===== src/hw/rtl/spe_pkg.sv =====
// Shared types and constants for the sinusoidal positional encoding adder.
// Holds the item structs, the cell bus struct and the fixed-point constants.
// No dependencies; every other file in hw/rtl imports this package.
package spe_pkg;

  // Field widths of the items
  localparam int unsigned EMB_W = 16;
  localparam int unsigned POS_W = 12;
  localparam int unsigned DIM_W = 4;
  localparam int unsigned PE_W  = 14;

  // Internal datapath widths
  localparam int unsigned PHASE_W = 32;
  localparam int unsigned RATE_W  = 32;
  localparam int unsigned MAG_W   = 31;
  localparam int unsigned X_W     = 31;
  localparam int unsigned U_W     = 32;
  localparam int unsigned T_W     = 31;
  localparam int unsigned CAP_W   = 13;
  localparam int unsigned SUM_W   = EMB_W + 1;
  localparam int unsigned RECIP_W = U_W + 1;

  // One rate per sine/cosine pair
  localparam int unsigned NUM_PAIRS = 2 ** (DIM_W - 1);

  // Fixed-point constants
  localparam logic [63:0] LOG2_TENK_Q32 = 64'd57070290109;
  localparam logic [63:0] LN2_Q32       = 64'd2977044472;
  localparam logic [63:0] INV2PI_Q32    = 64'd683565276;
  localparam logic [63:0] TWOPI_Q30     = 64'd6746518852;
  localparam logic [63:0] ONE_Q31       = 64'd2147483648;
  localparam int unsigned SERIES_TERMS  = 16;
  localparam int unsigned Q30_SHIFT     = 30;
  localparam int unsigned ROUND_SHIFT   = 18;

  localparam logic [T_W-1:0]     ONE_Q30      = T_W'(32'h4000_0000);
  localparam logic [PHASE_W-1:0] QUARTER_TURN = 32'h4000_0000;
  localparam logic [PHASE_W-1:0] HALF_TURN    = 32'h8000_0000;
  localparam logic [U_W:0]       FULL_TURN    = 33'h1_0000_0000;
  localparam logic [U_W-1:0]     ROUND_BIAS   = 32'h0002_0000;
  localparam logic [CAP_W-1:0]   PE_MAX       = 13'd4096;

  localparam logic signed [SUM_W-1:0] SUM_MAX = 17'sd32767;
  localparam logic signed [SUM_W-1:0] SUM_MIN = -17'sd32768;

  // Horner chain divisors, innermost first
  localparam int unsigned HORNER_STEPS = 5;
  localparam int unsigned HORNER_DIV [HORNER_STEPS] = '{110, 72, 42, 20, 6};

  typedef logic [RATE_W-1:0] rate_lut_t [NUM_PAIRS];

  typedef struct packed {
    logic signed [EMB_W-1:0] embed_value;
    logic [POS_W-1:0]        position;
    logic [DIM_W-1:0]        dim_index;
  } in_item_t;

  typedef struct packed {
    logic signed [PE_W-1:0]  pe_value;
    logic signed [EMB_W-1:0] sum_value;
    logic                    saturated;
  } out_item_t;

  // Data handed from cell to cell along the sine chain
  typedef struct packed {
    logic                    valid;
    logic [U_W-1:0]          u;
    logic [T_W-1:0]          t;
    logic [X_W-1:0]          x;
    logic                    neg;
    logic signed [EMB_W-1:0] emb;
  } horner_bus_t;

endpackage


===== src/hw/rtl/spe_horner_cell.sv =====
// One Horner step of the sine series: t <= 1 - (u * t) / DIV, two stages.
// Cells are chained; each passes the angle data on to its neighbor. Depends on spe_pkg.
module spe_horner_cell #(
  parameter int unsigned DIV = 6
) (
  input  logic                 clk,
  input  logic                 rst_n,
  input  spe_pkg::horner_bus_t bus_in,
  output spe_pkg::horner_bus_t bus_out
);
  import spe_pkg::*;

  // Exact reciprocal for any 32-bit dividend
  localparam int unsigned SH = $clog2(DIV);
  localparam logic [RECIP_W-1:0] RECIP =
    RECIP_W'(((65'd1 << (U_W + SH)) + 65'(DIV) - 65'd1) / 65'(DIV));

  // Stage A: scaled product u * t
  logic [U_W+T_W-1:0] ut_prod;
  logic [U_W-1:0]     prod_nxt;
  logic [U_W-1:0]     prod_r;
  logic [U_W-1:0]     ua_r;
  logic [X_W-1:0]     xa_r;
  logic               nega_r;
  logic signed [EMB_W-1:0] emba_r;
  logic               valida_r;

  always_comb begin
    ut_prod  = (U_W+T_W)'(bus_in.u) * (U_W+T_W)'(bus_in.t);
    prod_nxt = U_W'(ut_prod >> Q30_SHIFT);
  end

  // Stage B: divide by the step constant and subtract from one
  logic [U_W+RECIP_W-1:0] q_prod;
  logic [T_W-1:0]         q;
  logic [T_W-1:0]         t_nxt;
  logic [T_W-1:0]         t_r;
  logic [U_W-1:0]         ub_r;
  logic [X_W-1:0]         xb_r;
  logic                   negb_r;
  logic signed [EMB_W-1:0] embb_r;
  logic                   validb_r;

  always_comb begin
    q_prod = (U_W+RECIP_W)'(prod_r) * (U_W+RECIP_W)'(RECIP);
    q      = T_W'(q_prod >> (U_W + SH));
    t_nxt  = ONE_Q30 - q;
  end

  // Advance the valid flags
  always_ff @(posedge clk) begin
    if (!rst_n) begin
      valida_r <= 1'b0;
      validb_r <= 1'b0;
    end else begin
      valida_r <= bus_in.valid;
      validb_r <= valida_r;
    end
  end

  // Advance the payload
  always_ff @(posedge clk) begin
    prod_r <= prod_nxt;
    ua_r   <= bus_in.u;
    xa_r   <= bus_in.x;
    nega_r <= bus_in.neg;
    emba_r <= bus_in.emb;
    t_r    <= t_nxt;
    ub_r   <= ua_r;
    xb_r   <= xa_r;
    negb_r <= nega_r;
    embb_r <= emba_r;
  end

  assign bus_out.valid = validb_r;
  assign bus_out.u     = ub_r;
  assign bus_out.t     = t_r;
  assign bus_out.x     = xb_r;
  assign bus_out.neg   = negb_r;
  assign bus_out.emb   = embb_r;

endmodule


===== config.mk =====
export PLATFORM = sky130hd
export DESIGN_NAME = spe_horner_cell
export DESIGN_NICKNAME = d
export VERILOG_FILES = /design/src/hw/rtl/spe_pkg.sv /design/src/hw/rtl/spe_horner_cell.sv
export SDC_FILE = /design/constraint.sdc
export NUM_CORES = 2
export LEC_CHECK = 0
export ABC_AREA = 1
export ABC_CLOCK_PERIOD_IN_PS = 7400
export BUFFER_PORTS_ARGS = -buffer_cell sky130_fd_sc_hd__buf_2
export CAP_MARGIN = 20
export CORE_ASPECT_RATIO = 0.6
export CORE_UTILIZATION = 55
export CTS_CLUSTER_SIZE = 30
export DETAILED_ROUTE_END_ITERATION = 8
export HOLD_SLACK_MARGIN = 0.05
export PLACE_DENSITY = 0.75
export SLEW_MARGIN = 20
export SYNTH_ARGS = -nofsm -noshare
export SYNTH_HDL_FRONTEND = slang
export SYNTH_SLANG_ARGS = --single-unit
export TNS_END_PERCENT = 1

===== constraint.sdc =====
create_clock -name clk -period 7.4 [get_ports clk]
set_input_delay 0.37 -clock clk [delete_from_list [all_inputs] [get_ports clk]]
set_output_delay 0.37 -clock clk [all_outputs]
set_load 0.1 [all_outputs]

==> results.md <==
- Outcome: finished clean
- Post-DP Area: 62,500 um^2
- Post-route minimum period: 7.30 ns
- # fillers: 8,693
- Mapped cell area: 56,700 um^2
- DR pass1 iterations: 6
- Req. time, crit path: 7.95 ns
- Top FF cell, synth: dfxtp_1
- Hpwl dp: 165 mm
- Worst min path class: in2reg
- Area growth syn-to-layout: 13.8%
- Max Slew Vio Count: 0
- I/O pins: 226
- Gate Count Post-Synth: 7,025
- Total CTS buffers: 26
- GP Congestion: 1.05
- Worst slack at placement: -0.0644 ns
- Post-Synth Simple-Gate Area: 16.1%
- Yosys cell types: 43
- Largest net degree at the start of global routing: 33
- Syn_nets: 8,967
- Htree depth: 1
- Fin. Hold Viols: 0
- Clock Latency Late Sink: 0.68 ns
- Compound-gate portion of the synthesized area: 2.53%
- CP delay by family, top: adder cells
- Final Instance Area: 64,600 um^2
- Die Span Y: 251 um
- Slowest CP cell: fa_1
- Setup tns final: 0 ns
- CTS tree: built
- WL final: 189 mm
- Seq/Total Area, Yosys: 7.94%
- Routed via count: 47,000
- Die width: 417 um
- Crit path DAT: 7.85 ns
- Max Cap Viol: 0
- Core ar.: 101,000 um^2
- Min setup slack post-route: 0.105 ns
- Synth warnings: 0
- Top cell by count, worst path: nand2_1
- Ys async rst share: 0%
- WL/cell: 21.0 um
- Vias in the first global route: 48,700
- Share of cells above drive strength 1: 12.8%
- Main combinational cell family by area after synthesis: adder cells
- Fin nets: 9,551
- Clock buffer depth: 3
- Slowest Stage Delay on Critical Path: 0.62 ns
- Post-synthesis mux area share: 0%
- EDFF count, synth: 0
- Row Count: 90
- XOR/XNOR Fraction of Synth Area: 1.31%
- Fin crit share: 98.6%
- Worst-margin pin slew: 0.730 ns
- ANT nets after route: 0
- Total GRT Usage: 37.3%
- CTS Root Cell: clkbuf_16
- Initial antenna violation count: 5
- First-pass GRT wire length: 291 mm
- Fmax: 0.137 GHz
- Clock sink count: 225
- Slew headroom: 51.3%
- Most common cell after layout, fill and taps aside: inv_1
- DRT iter0 DRCs: 5,182
- Vias/cell: 5.24
- Adder-cell share of the synthesized area: 56.5%
- Yosys reg bits: 225
- Clock Skew: 0.0298 ns
- WP buf/inv: 9
- Register clock-pin slew on the reported worst setup and hold paths: 0.08 ns
- Unrepaired setup endpoints after global routing: true
- Port Buffer Count: 225
- Post-Route Utilization: 63.7%
- Most frequent cells in the layout: 2,148 x inv_1, 1,722 x nand2_1, 1,209 x fa_1
- Worst setup EP type: flop
- Syn Area/Cell: 8.08 um^2
- DRC: 0
- Worst-path maximum fanout: 3
- Grt ovf: 0
- # setup viols final: 0
- Critical path launch point type: flop
- DIE AREA: 104,000 um^2
- Starting Density: 56.0%
- Path type of the worst setup path: reg2reg
==> layout make-up <==
class	count	area, um^2	share of cell area [%]
multi-input cells	4441	43900	68.0
inverters	2165	8130	12.6
repair buffers	750	5490	8.49
flip-flops and latches	225	4530	7.01
well taps	1334	1670	2.58
clock buffers	30	676	1.05
clock inverters	17	145	0.225
diodes	4	10.0	0.0155
==> worst register-to-register path, delay by kind of cell, from the launching register on <==
| family | cells | cell delay [ns] |
|---|---|---|
| buf+inv | 9 | 0.81 |
| fa+ha+maj | 9 | 4.23 |
| simple gates | 13 | 1.60 |
| compound gates | 1 | 0.19 |
| flops | 1 | 0.34 |
==> synth_stat cells, types with 2 or more instances <==
master	n	share of area [%]
buf_2	2	0.018
nand4_1	35	0.39
nor2_2	26	0.29
o211ai_1	2	0.026
xnor2_1	33	0.51
o21bai_1	7	0.093
nor3_1	24	0.21
nor2_4	8	0.16
nor4_1	3	0.033
nand3_2	5	0.088
dfxtp_1	225	7.9
buf_1	2	0.013
inv_2	9	0.060
a31oi_1	16	0.18
ha_1	605	13
a211oi_1	2	0.026
or2_2	13	0.14
nand3b_1	4	0.053
o21ai_0	57	0.50
o2111ai_1	3	0.046
nand2_1	1756	12
and2_1	5	0.055
inv_1	2156	14
fa_1	1223	43
nand2_2	24	0.26
nor2_1	248	1.6
xor2_1	52	0.80
a221oi_1	2	0.031
nand3_1	109	0.96
o221ai_1	2	0.031
nor3_2	6	0.11
a21oi_1	137	1.2
and3_1	2	0.022
o21a_1	13	0.17
buf_4	2	0.026
a21o_1	13	0.17
clkbuf_1	188	1.2
==> what timing repair did <==
action | CTS | global route
endpoints found under the setup margin | 7 | 43
hold buffers | 55 | 0
endpoints found under the hold margin | 55 | 0
buffers inserted | 0 | 5
gates resized for setup | 4 | 173
pin swaps | 0 | 17
==> worst paths after layout <==
kind / start / to / slack (ns) / cells after the start
worst max-delay path: prod_r[19]$_DFF_P_ / t_r[17]$_DFF_P_ / 0.10 / 32
worst min-delay path: bus_in[95] / ua_r[16]$_DFF_P_ / 0.11 / 1
worst max register to register: prod_r[19]$_DFF_P_ / t_r[17]$_DFF_P_ / 0.10 / 32
worst min register to register: ua_r[4]$_DFF_P_ / ub_r[4]$_DFF_P_ / 0.32 / 0
==> stage by stage <==
step / hold slack [ns] / instances
global placement: 0.310 / 8855
floorplan: 0.310 / 7025
CTS: 0.0622 / 8957
finish: 0.106 / 8966
global route: 0.0960 / 8965
detailed placement: 0.312 / 8855
==> state kept, by name (all words and copies together) (netlist names) <==
name and cells:
nega_r 1, prod_r 32, xb_r 31, negb_r 1, ub_r 32, embb_r 16
ua_r 32, validb_r 1, valida_r 1, xa_r 31, t_r 31, emba_r 16
==> per-layer routing <==
metal | vias up | share of wire, % | GRT usage [%] | wire, um
li1 | 21100 | - | - | -
met1 | 23000 | 47 | 60.1 | 87900
met5 | - | 0.040 | 0.504 | 75
met2 | 2676 | 35 | 46.0 | 66900
met3 | 235 | 16 | 15.0 | 30500
met4 | 2 | 1.8 | 5.93 | 3310
==> cell families after synthesis <==
| family | Yosys count |
|---|---|
| and+or+nand+nor | 2271 |
| DFF | 225 |
| AOI/OAI and AO/OA | 257 |
| buffers and inverters | 2359 |
| adders and majority gates | 1828 |
| xor gates and xnor gates | 85 |
Power is left out: the tool's default activity adds up to more than one toggle a clock period on the data nets, which glitch-free logic cannot reach.
