==> src/hw/rtl/spe_pkg.sv <==
// Shared types and constants for the sinusoidal positional encoding adder.
// Holds the item structs, the cell bus struct and the fixed-point constants.
// No dependencies; every other file in hw/rtl imports this package.
package spe_pkg;

  // Field widths of the items
  localparam int unsigned EMB_W = 16;
  localparam int unsigned POS_W = 12;
  localparam int unsigned DIM_W = 4;
  localparam int unsigned PE_W  = 14;

  // Internal datapath widths
  localparam int unsigned PHASE_W = 32;
  localparam int unsigned RATE_W  = 32;
  localparam int unsigned MAG_W   = 31;
  localparam int unsigned X_W     = 31;
  localparam int unsigned U_W     = 32;
  localparam int unsigned T_W     = 31;
  localparam int unsigned CAP_W   = 13;
  localparam int unsigned SUM_W   = EMB_W + 1;
  localparam int unsigned RECIP_W = U_W + 1;

  // One rate per sine/cosine pair
  localparam int unsigned NUM_PAIRS = 2 ** (DIM_W - 1);

  // Fixed-point constants
  localparam logic [63:0] LOG2_TENK_Q32 = 64'd57070290109;
  localparam logic [63:0] LN2_Q32       = 64'd2977044472;
  localparam logic [63:0] INV2PI_Q32    = 64'd683565276;
  localparam logic [63:0] TWOPI_Q30     = 64'd6746518852;
  localparam logic [63:0] ONE_Q31       = 64'd2147483648;
  localparam int unsigned SERIES_TERMS  = 16;
  localparam int unsigned Q30_SHIFT     = 30;
  localparam int unsigned ROUND_SHIFT   = 18;

  localparam logic [T_W-1:0]     ONE_Q30      = T_W'(32'h4000_0000);
  localparam logic [PHASE_W-1:0] QUARTER_TURN = 32'h4000_0000;
  localparam logic [PHASE_W-1:0] HALF_TURN    = 32'h8000_0000;
  localparam logic [U_W:0]       FULL_TURN    = 33'h1_0000_0000;
  localparam logic [U_W-1:0]     ROUND_BIAS   = 32'h0002_0000;
  localparam logic [CAP_W-1:0]   PE_MAX       = 13'd4096;

  localparam logic signed [SUM_W-1:0] SUM_MAX = 17'sd32767;
  localparam logic signed [SUM_W-1:0] SUM_MIN = -17'sd32768;

  // Horner chain divisors, innermost first
  localparam int unsigned HORNER_STEPS = 5;
  localparam int unsigned HORNER_DIV [HORNER_STEPS] = '{110, 72, 42, 20, 6};

  typedef logic [RATE_W-1:0] rate_lut_t [NUM_PAIRS];

  typedef struct packed {
    logic signed [EMB_W-1:0] embed_value;
    logic [POS_W-1:0]        position;
    logic [DIM_W-1:0]        dim_index;
  } in_item_t;

  typedef struct packed {
    logic signed [PE_W-1:0]  pe_value;
    logic signed [EMB_W-1:0] sum_value;
    logic                    saturated;
  } out_item_t;

  // Data handed from cell to cell along the sine chain
  typedef struct packed {
    logic                    valid;
    logic [U_W-1:0]          u;
    logic [T_W-1:0]          t;
    logic [X_W-1:0]          x;
    logic                    neg;
    logic signed [EMB_W-1:0] emb;
  } horner_bus_t;

endpackage

==> src/hw/rtl/spe_front.sv <==
// Front end: rate lookup, phase multiply, quadrant fold and angle square.
// Three register stages feeding the sine cell chain. Depends on spe_pkg.
module spe_front #(
  parameter int unsigned MODEL_DIM = 16
) (
  input  logic                clk,
  input  logic                rst_n,
  input  logic                take,
  input  spe_pkg::in_item_t   in_item,
  output spe_pkg::horner_bus_t bus_out
);
  import spe_pkg::*;

  // Build turns-per-position for each pair at elaboration
  function automatic rate_lut_t build_rates();
    rate_lut_t   lut;
    logic [63:0] e;
    logic [63:0] n;
    logic [63:0] f;
    logic [63:0] y;
    logic [63:0] term;
    logic [63:0] plus;
    logic [63:0] minus;
    logic [63:0] r;
    for (int k = 0; k < NUM_PAIRS; k++) begin
      e     = (64'(2 * k) * LOG2_TENK_Q32) / 64'(MODEL_DIM);
      n     = e >> 32;
      f     = e & 64'hFFFF_FFFF;
      y     = (f * LN2_Q32) >> 33;
      term  = ONE_Q31;
      plus  = ONE_Q31;
      minus = 64'd0;
      for (int m = 1; m <= SERIES_TERMS; m++) begin
        term = ((term * y) >> 31) / 64'(m);
        if (m[0]) begin
          minus = minus + term;
        end else begin
          plus = plus + term;
        end
      end
      r = plus - minus;
      if (n >= 64'd33) begin
        lut[k] = '0;
      end else begin
        lut[k] = RATE_W'((r * INV2PI_Q32) >> (64'd31 + n));
      end
    end
    return lut;
  endfunction

  localparam rate_lut_t RATE_LUT = build_rates();

  // Stage 1: phase = position * rate, quarter turn added for cosine
  logic [POS_W+RATE_W-1:0] phase_prod;
  logic [PHASE_W-1:0]      phase_nxt;
  logic [PHASE_W-1:0]      phase_r;
  logic signed [EMB_W-1:0] emb1_r;
  logic                    valid1_r;

  always_comb begin
    phase_prod = (POS_W+RATE_W)'(in_item.position) *
                 (POS_W+RATE_W)'(RATE_LUT[in_item.dim_index[DIM_W-1:1]]);
    phase_nxt  = phase_prod[PHASE_W-1:0] + (in_item.dim_index[0] ? QUARTER_TURN : '0);
  end

  // Stage 2: fold into a quarter turn and scale to radians
  logic [PHASE_W-1:0]  quad;
  logic                flip;
  logic [PHASE_W-1:0]  folded;
  logic [MAG_W-1:0]    mag;
  logic                neg_nxt;
  logic [63:0]         x_prod;
  logic [X_W-1:0]      x_nxt;
  logic [X_W-1:0]      x2_r;
  logic                neg2_r;
  logic signed [EMB_W-1:0] emb2_r;
  logic                valid2_r;

  always_comb begin
    quad   = phase_r + QUARTER_TURN;
    flip   = quad[PHASE_W-1];
    folded = flip ? (phase_r ^ HALF_TURN) : phase_r;
    if (folded[PHASE_W-1]) begin
      neg_nxt = ~flip;
      mag     = MAG_W'(FULL_TURN - {1'b0, folded});
    end else begin
      neg_nxt = flip;
      mag     = MAG_W'(folded);
    end
    x_prod = 64'(mag) * TWOPI_Q30;
    x_nxt  = X_W'(x_prod >> 32);
  end

  // Stage 3: square of the angle
  logic [2*X_W-1:0] u_prod;
  logic [U_W-1:0]   u_nxt;
  logic [U_W-1:0]   u3_r;
  logic [X_W-1:0]   x3_r;
  logic             neg3_r;
  logic signed [EMB_W-1:0] emb3_r;
  logic             valid3_r;

  always_comb begin
    u_prod = (2*X_W)'(x2_r) * (2*X_W)'(x2_r);
    u_nxt  = U_W'(u_prod >> Q30_SHIFT);
  end

  // Advance the valid flags
  always_ff @(posedge clk) begin
    if (!rst_n) begin
      valid1_r <= 1'b0;
      valid2_r <= 1'b0;
      valid3_r <= 1'b0;
    end else begin
      valid1_r <= take;
      valid2_r <= valid1_r;
      valid3_r <= valid2_r;
    end
  end

  // Advance the payload
  always_ff @(posedge clk) begin
    phase_r <= phase_nxt;
    emb1_r  <= in_item.embed_value;
    x2_r    <= x_nxt;
    neg2_r  <= neg_nxt;
    emb2_r  <= emb1_r;
    u3_r    <= u_nxt;
    x3_r    <= x2_r;
    neg3_r  <= neg2_r;
    emb3_r  <= emb2_r;
  end

  assign bus_out.valid = valid3_r;
  assign bus_out.u     = u3_r;
  assign bus_out.t     = ONE_Q30;
  assign bus_out.x     = x3_r;
  assign bus_out.neg   = neg3_r;
  assign bus_out.emb   = emb3_r;

endmodule

==> config.mk <==
export PLATFORM = sky130hd
export DESIGN_NAME = spe_front
export DESIGN_NICKNAME = d
export VERILOG_FILES = /design/src/hw/rtl/spe_pkg.sv /design/src/hw/rtl/spe_front.sv
export SDC_FILE = /design/constraint.sdc
export NUM_CORES = 2
export LEC_CHECK = 0
export ABC_AREA = 1
export BUFFER_PORTS_ARGS = -buffer_cell sky130_fd_sc_hd__buf_4
export CAP_MARGIN = 40
export CORE_ASPECT_RATIO = 0.7
export CORE_MARGIN = 2
export CORE_UTILIZATION = 50
export DETAILED_ROUTE_END_ITERATION = 16
export PLACE_DENSITY = 0.73
export SYNTH_ARGS = -nofsm -noshare
export SYNTH_HDL_FRONTEND = slang
export SYNTH_SLANG_ARGS = --single-unit
==> constraint.sdc <==
create_clock -name clk -period 11.14 [get_ports clk]
set_input_delay 1.671 -clock clk [delete_from_list [all_inputs] [get_ports clk]]
set_output_delay 1.671 -clock clk [all_outputs]
set_load 0.01 [all_outputs]
==> flow_summary.toml <==
[synthesis]
ys_seq_elements = 179
yosys.area_share.xor_xnor = 0.02380
synth_flop_cell = "dfxtp_1"
synthAdderAreaFrac = 0.5873
yosys_warnings = 0
synth_top_cells_by_count = "2074 x inv_1, 1271 x fa_1, 1234 x nand2_1"
syn_area_um2 = 58670
synth_largest_area_cell = "fa_1"
yosysSeqAreaShare = 0.06108
synth_top_area_frac = 0.4337
synth_compound_area_frac = 0.04492
synth-edff-count = 0
muxShareOfSynthArea = 0
syn_area_per_cell_um2 = 8.401
yosysMostFrequentCell = "inv_1"
synth_cells = 6983
synth_simple_gate_area_share = 0.1345
ys_top_cells_by_area = "fa_1 43%, ha_1 15%, inv_1 13%"
synth_top_family_by_area = "adder cells"
async_flop_share = 0
ys_types = 57

[drt]
drc = 0
drtIter0Drc = 3934
totalWireLength_mm = 166.1
first_pass_iters = 6
drt-vias-per-instance = 5.170
vias = 44418
antenna_left = 0
wire_per_inst_um = 19.33

[worst_setup_path]
critPathArrivalTime_ns = 9.08
cp-end-kind = "flip-flop"
worst_path_largest_cell_delay_ns = 0.64
cp_data_required_time_ns = 11.57
r2r_slack_ns = 2.49
slowest_stage = "xnor2_1"
reg2reg_depth = 30
regToRegEndpoint = "x2_r[22]"
cp-start-kind = "flip-flop"
critPathKind = "reg -> reg"
cp_max_fo = 11
r2r-start = "phase_r[0]"

[run_status]
outcome = "complete, no violations"

[grt]
track_usage = 0.2894
grt_pass1_wl_mm = 264.7
grt.overflow.total = 0
grt_max_degree = 41
antenna_found_initial = 5
grt_pass1_vias = 47107

[sta]
timing.max_slew.rel_slack = 0.3931
fin_tns_setup_ns = 0
finClkSkew_ns = 0.02091
fin_crit_ns = 8.650
final-max-slew-violation-count = 0
fmax_ghz = 0.1156
fin_hold_ws_ns = 0.3039
hold_viol = 0
rsz0062_at_grt = "no"
min_period_over_period = 0.7765
layout_setup_ws_ns = 2.490
setup_viol = 0
worstMarginPinSlew_ns = 0.9090

[floorplan]
core_um2 = 116800
die_area_um2 = 120100
fp.dieW_um = 413.4
io_pins = 147
die_h_um = 290.6
rows = 105
initial_core_util = 0.5023

[cts]
h-tree-depth = 4
clkTransAtPathRegs_ns = 0.09
cts_hold_buffers = 0
cts_tree = "built"
clock_path_buffers = 2
numCtsBuffers = 17
cts_sinks = 179
post_cts_buffers = 0
cts-resized-gates = 0
clk_latency_ns = 0.54
clockRootBuffer = "clkbuf_16"

[cells_and_area]
drive_gt1_frac = 0.04305
areaGrowthSynthToFinish_pct = 5.302
multi_input_area_um2 = 46490
fin_area_um2 = 61780
nFillCells = 10780
seqCellArea_um2 = 3583
nets = 9052

[run]
cap_violations = 0

[hold_path]
min-delay-start = "emb2_r[9]"
hold_path.class = "reg -> reg"
min_to = "emb3_r[9]"
holdPathStages = 0

[place]
dp_hpwl_mm = 142.1
place_ws_ns = 2.643
gp_congestion = 1.015
placed_cell_area_um2 = 61180
port_buffers = 115
area by class of cell:
cell class / instances / area share
Antenna cell: 2 / 0.00008101
Clock buffer: 17 / 0.006886
Clock inverter: 15 / 0.002430
Inverter: 2107 / 0.1281
Multi-Input combinational cell: 4559 / 0.7526
Sequential cell: 179 / 0.05801
Tap cell: 1551 / 0.03141
Timing Repair Buffer: 162 / 0.02048
registers in the layout, indices dropped and copies added (netlist names), 16 cells and up:
register / cells
emb1_r: 16
emb2_r: 16
emb3_r: 16
phase_r: 32
u3_r: 32
x2_r: 31
x3_r: 31
how the worst max path moves through the flow:
stage	startpoint	endpoint	slack [ns]
global route	phase_r[0]	x2_r[29]	1.86
detailed placement	phase_r[0]	x2_r[29]	2.64
global placement	phase_r[0]	x2_r[29]	2.80
floorplan	phase_r[0]	x2_r[29]	3.83
finish	phase_r[0]	x2_r[22]	2.49
CTS	phase_r[0]	x2_r[29]	2.57
cells in the final DEF, fill, tap and decap left out, drive strengths merged, types with 2 or more instances in the layout:
cell type,instances
nand3,114
a31oi,14
buf,162
a21boi,11
nor3,32
a21oi,199
o31ai,2
o211ai,3
o21a,10
xnor2,42
a31o,3
ha,720
clkinv,21
conb,31
nand3b,10
a21o,47
a211oi,2
o21ai,144
nor2,446
and2,2
nor4,10
inv,2100
nand2,1264
fa,1271
diode,2
dfxtp,179
or2,14
nand4,23
clkbuf,17
o21bai,27
xor2,114
layer usage:
| layer | GRT usage | wire, µm |
|---|---|---|
| met4 | 0.04958 | 2642 |
| met2 | 0.3950 | 65050 |
| met1 | 0.4355 | 75860 |
| met3 | 0.1121 | 22430 |
| met5 | 0.006816 | 110 |
cells by family after synthesis:
logic type,count (synthesis)
DFF,179
AOI/OAI and AO/OA,463
buffers and inverters,2274
adders and majority gates,1991
xor gates and xnor gates,156
and+or+nand+nor,1918
other,2
stage by stage:
step,utilization,cells
6_report,0.5289,8592
2_1_floorplan,-,7012
3_3_place_gp,0.5231,8551
3_5_place_dp,0.5239,8557
4_1_cts,0.5288,8589
5_1_grt,0.5289,8590
critical path, delay by kind of cell, from the launching register on:
family / cells / cell delay (ns)
AOI/OAI and AO/OA: 6 / 1.72
DFF: 1 / 0.55
and+or+nand+nor: 11 / 1.29
adders and majority gates: 9 / 3.75
buffers and inverters: 3 / 0.59
xor gates and xnor gates: 1 / 0.64
Power is not shown: default switching activity piles up to over one toggle a cycle in this logic, so the estimate is an artifact.
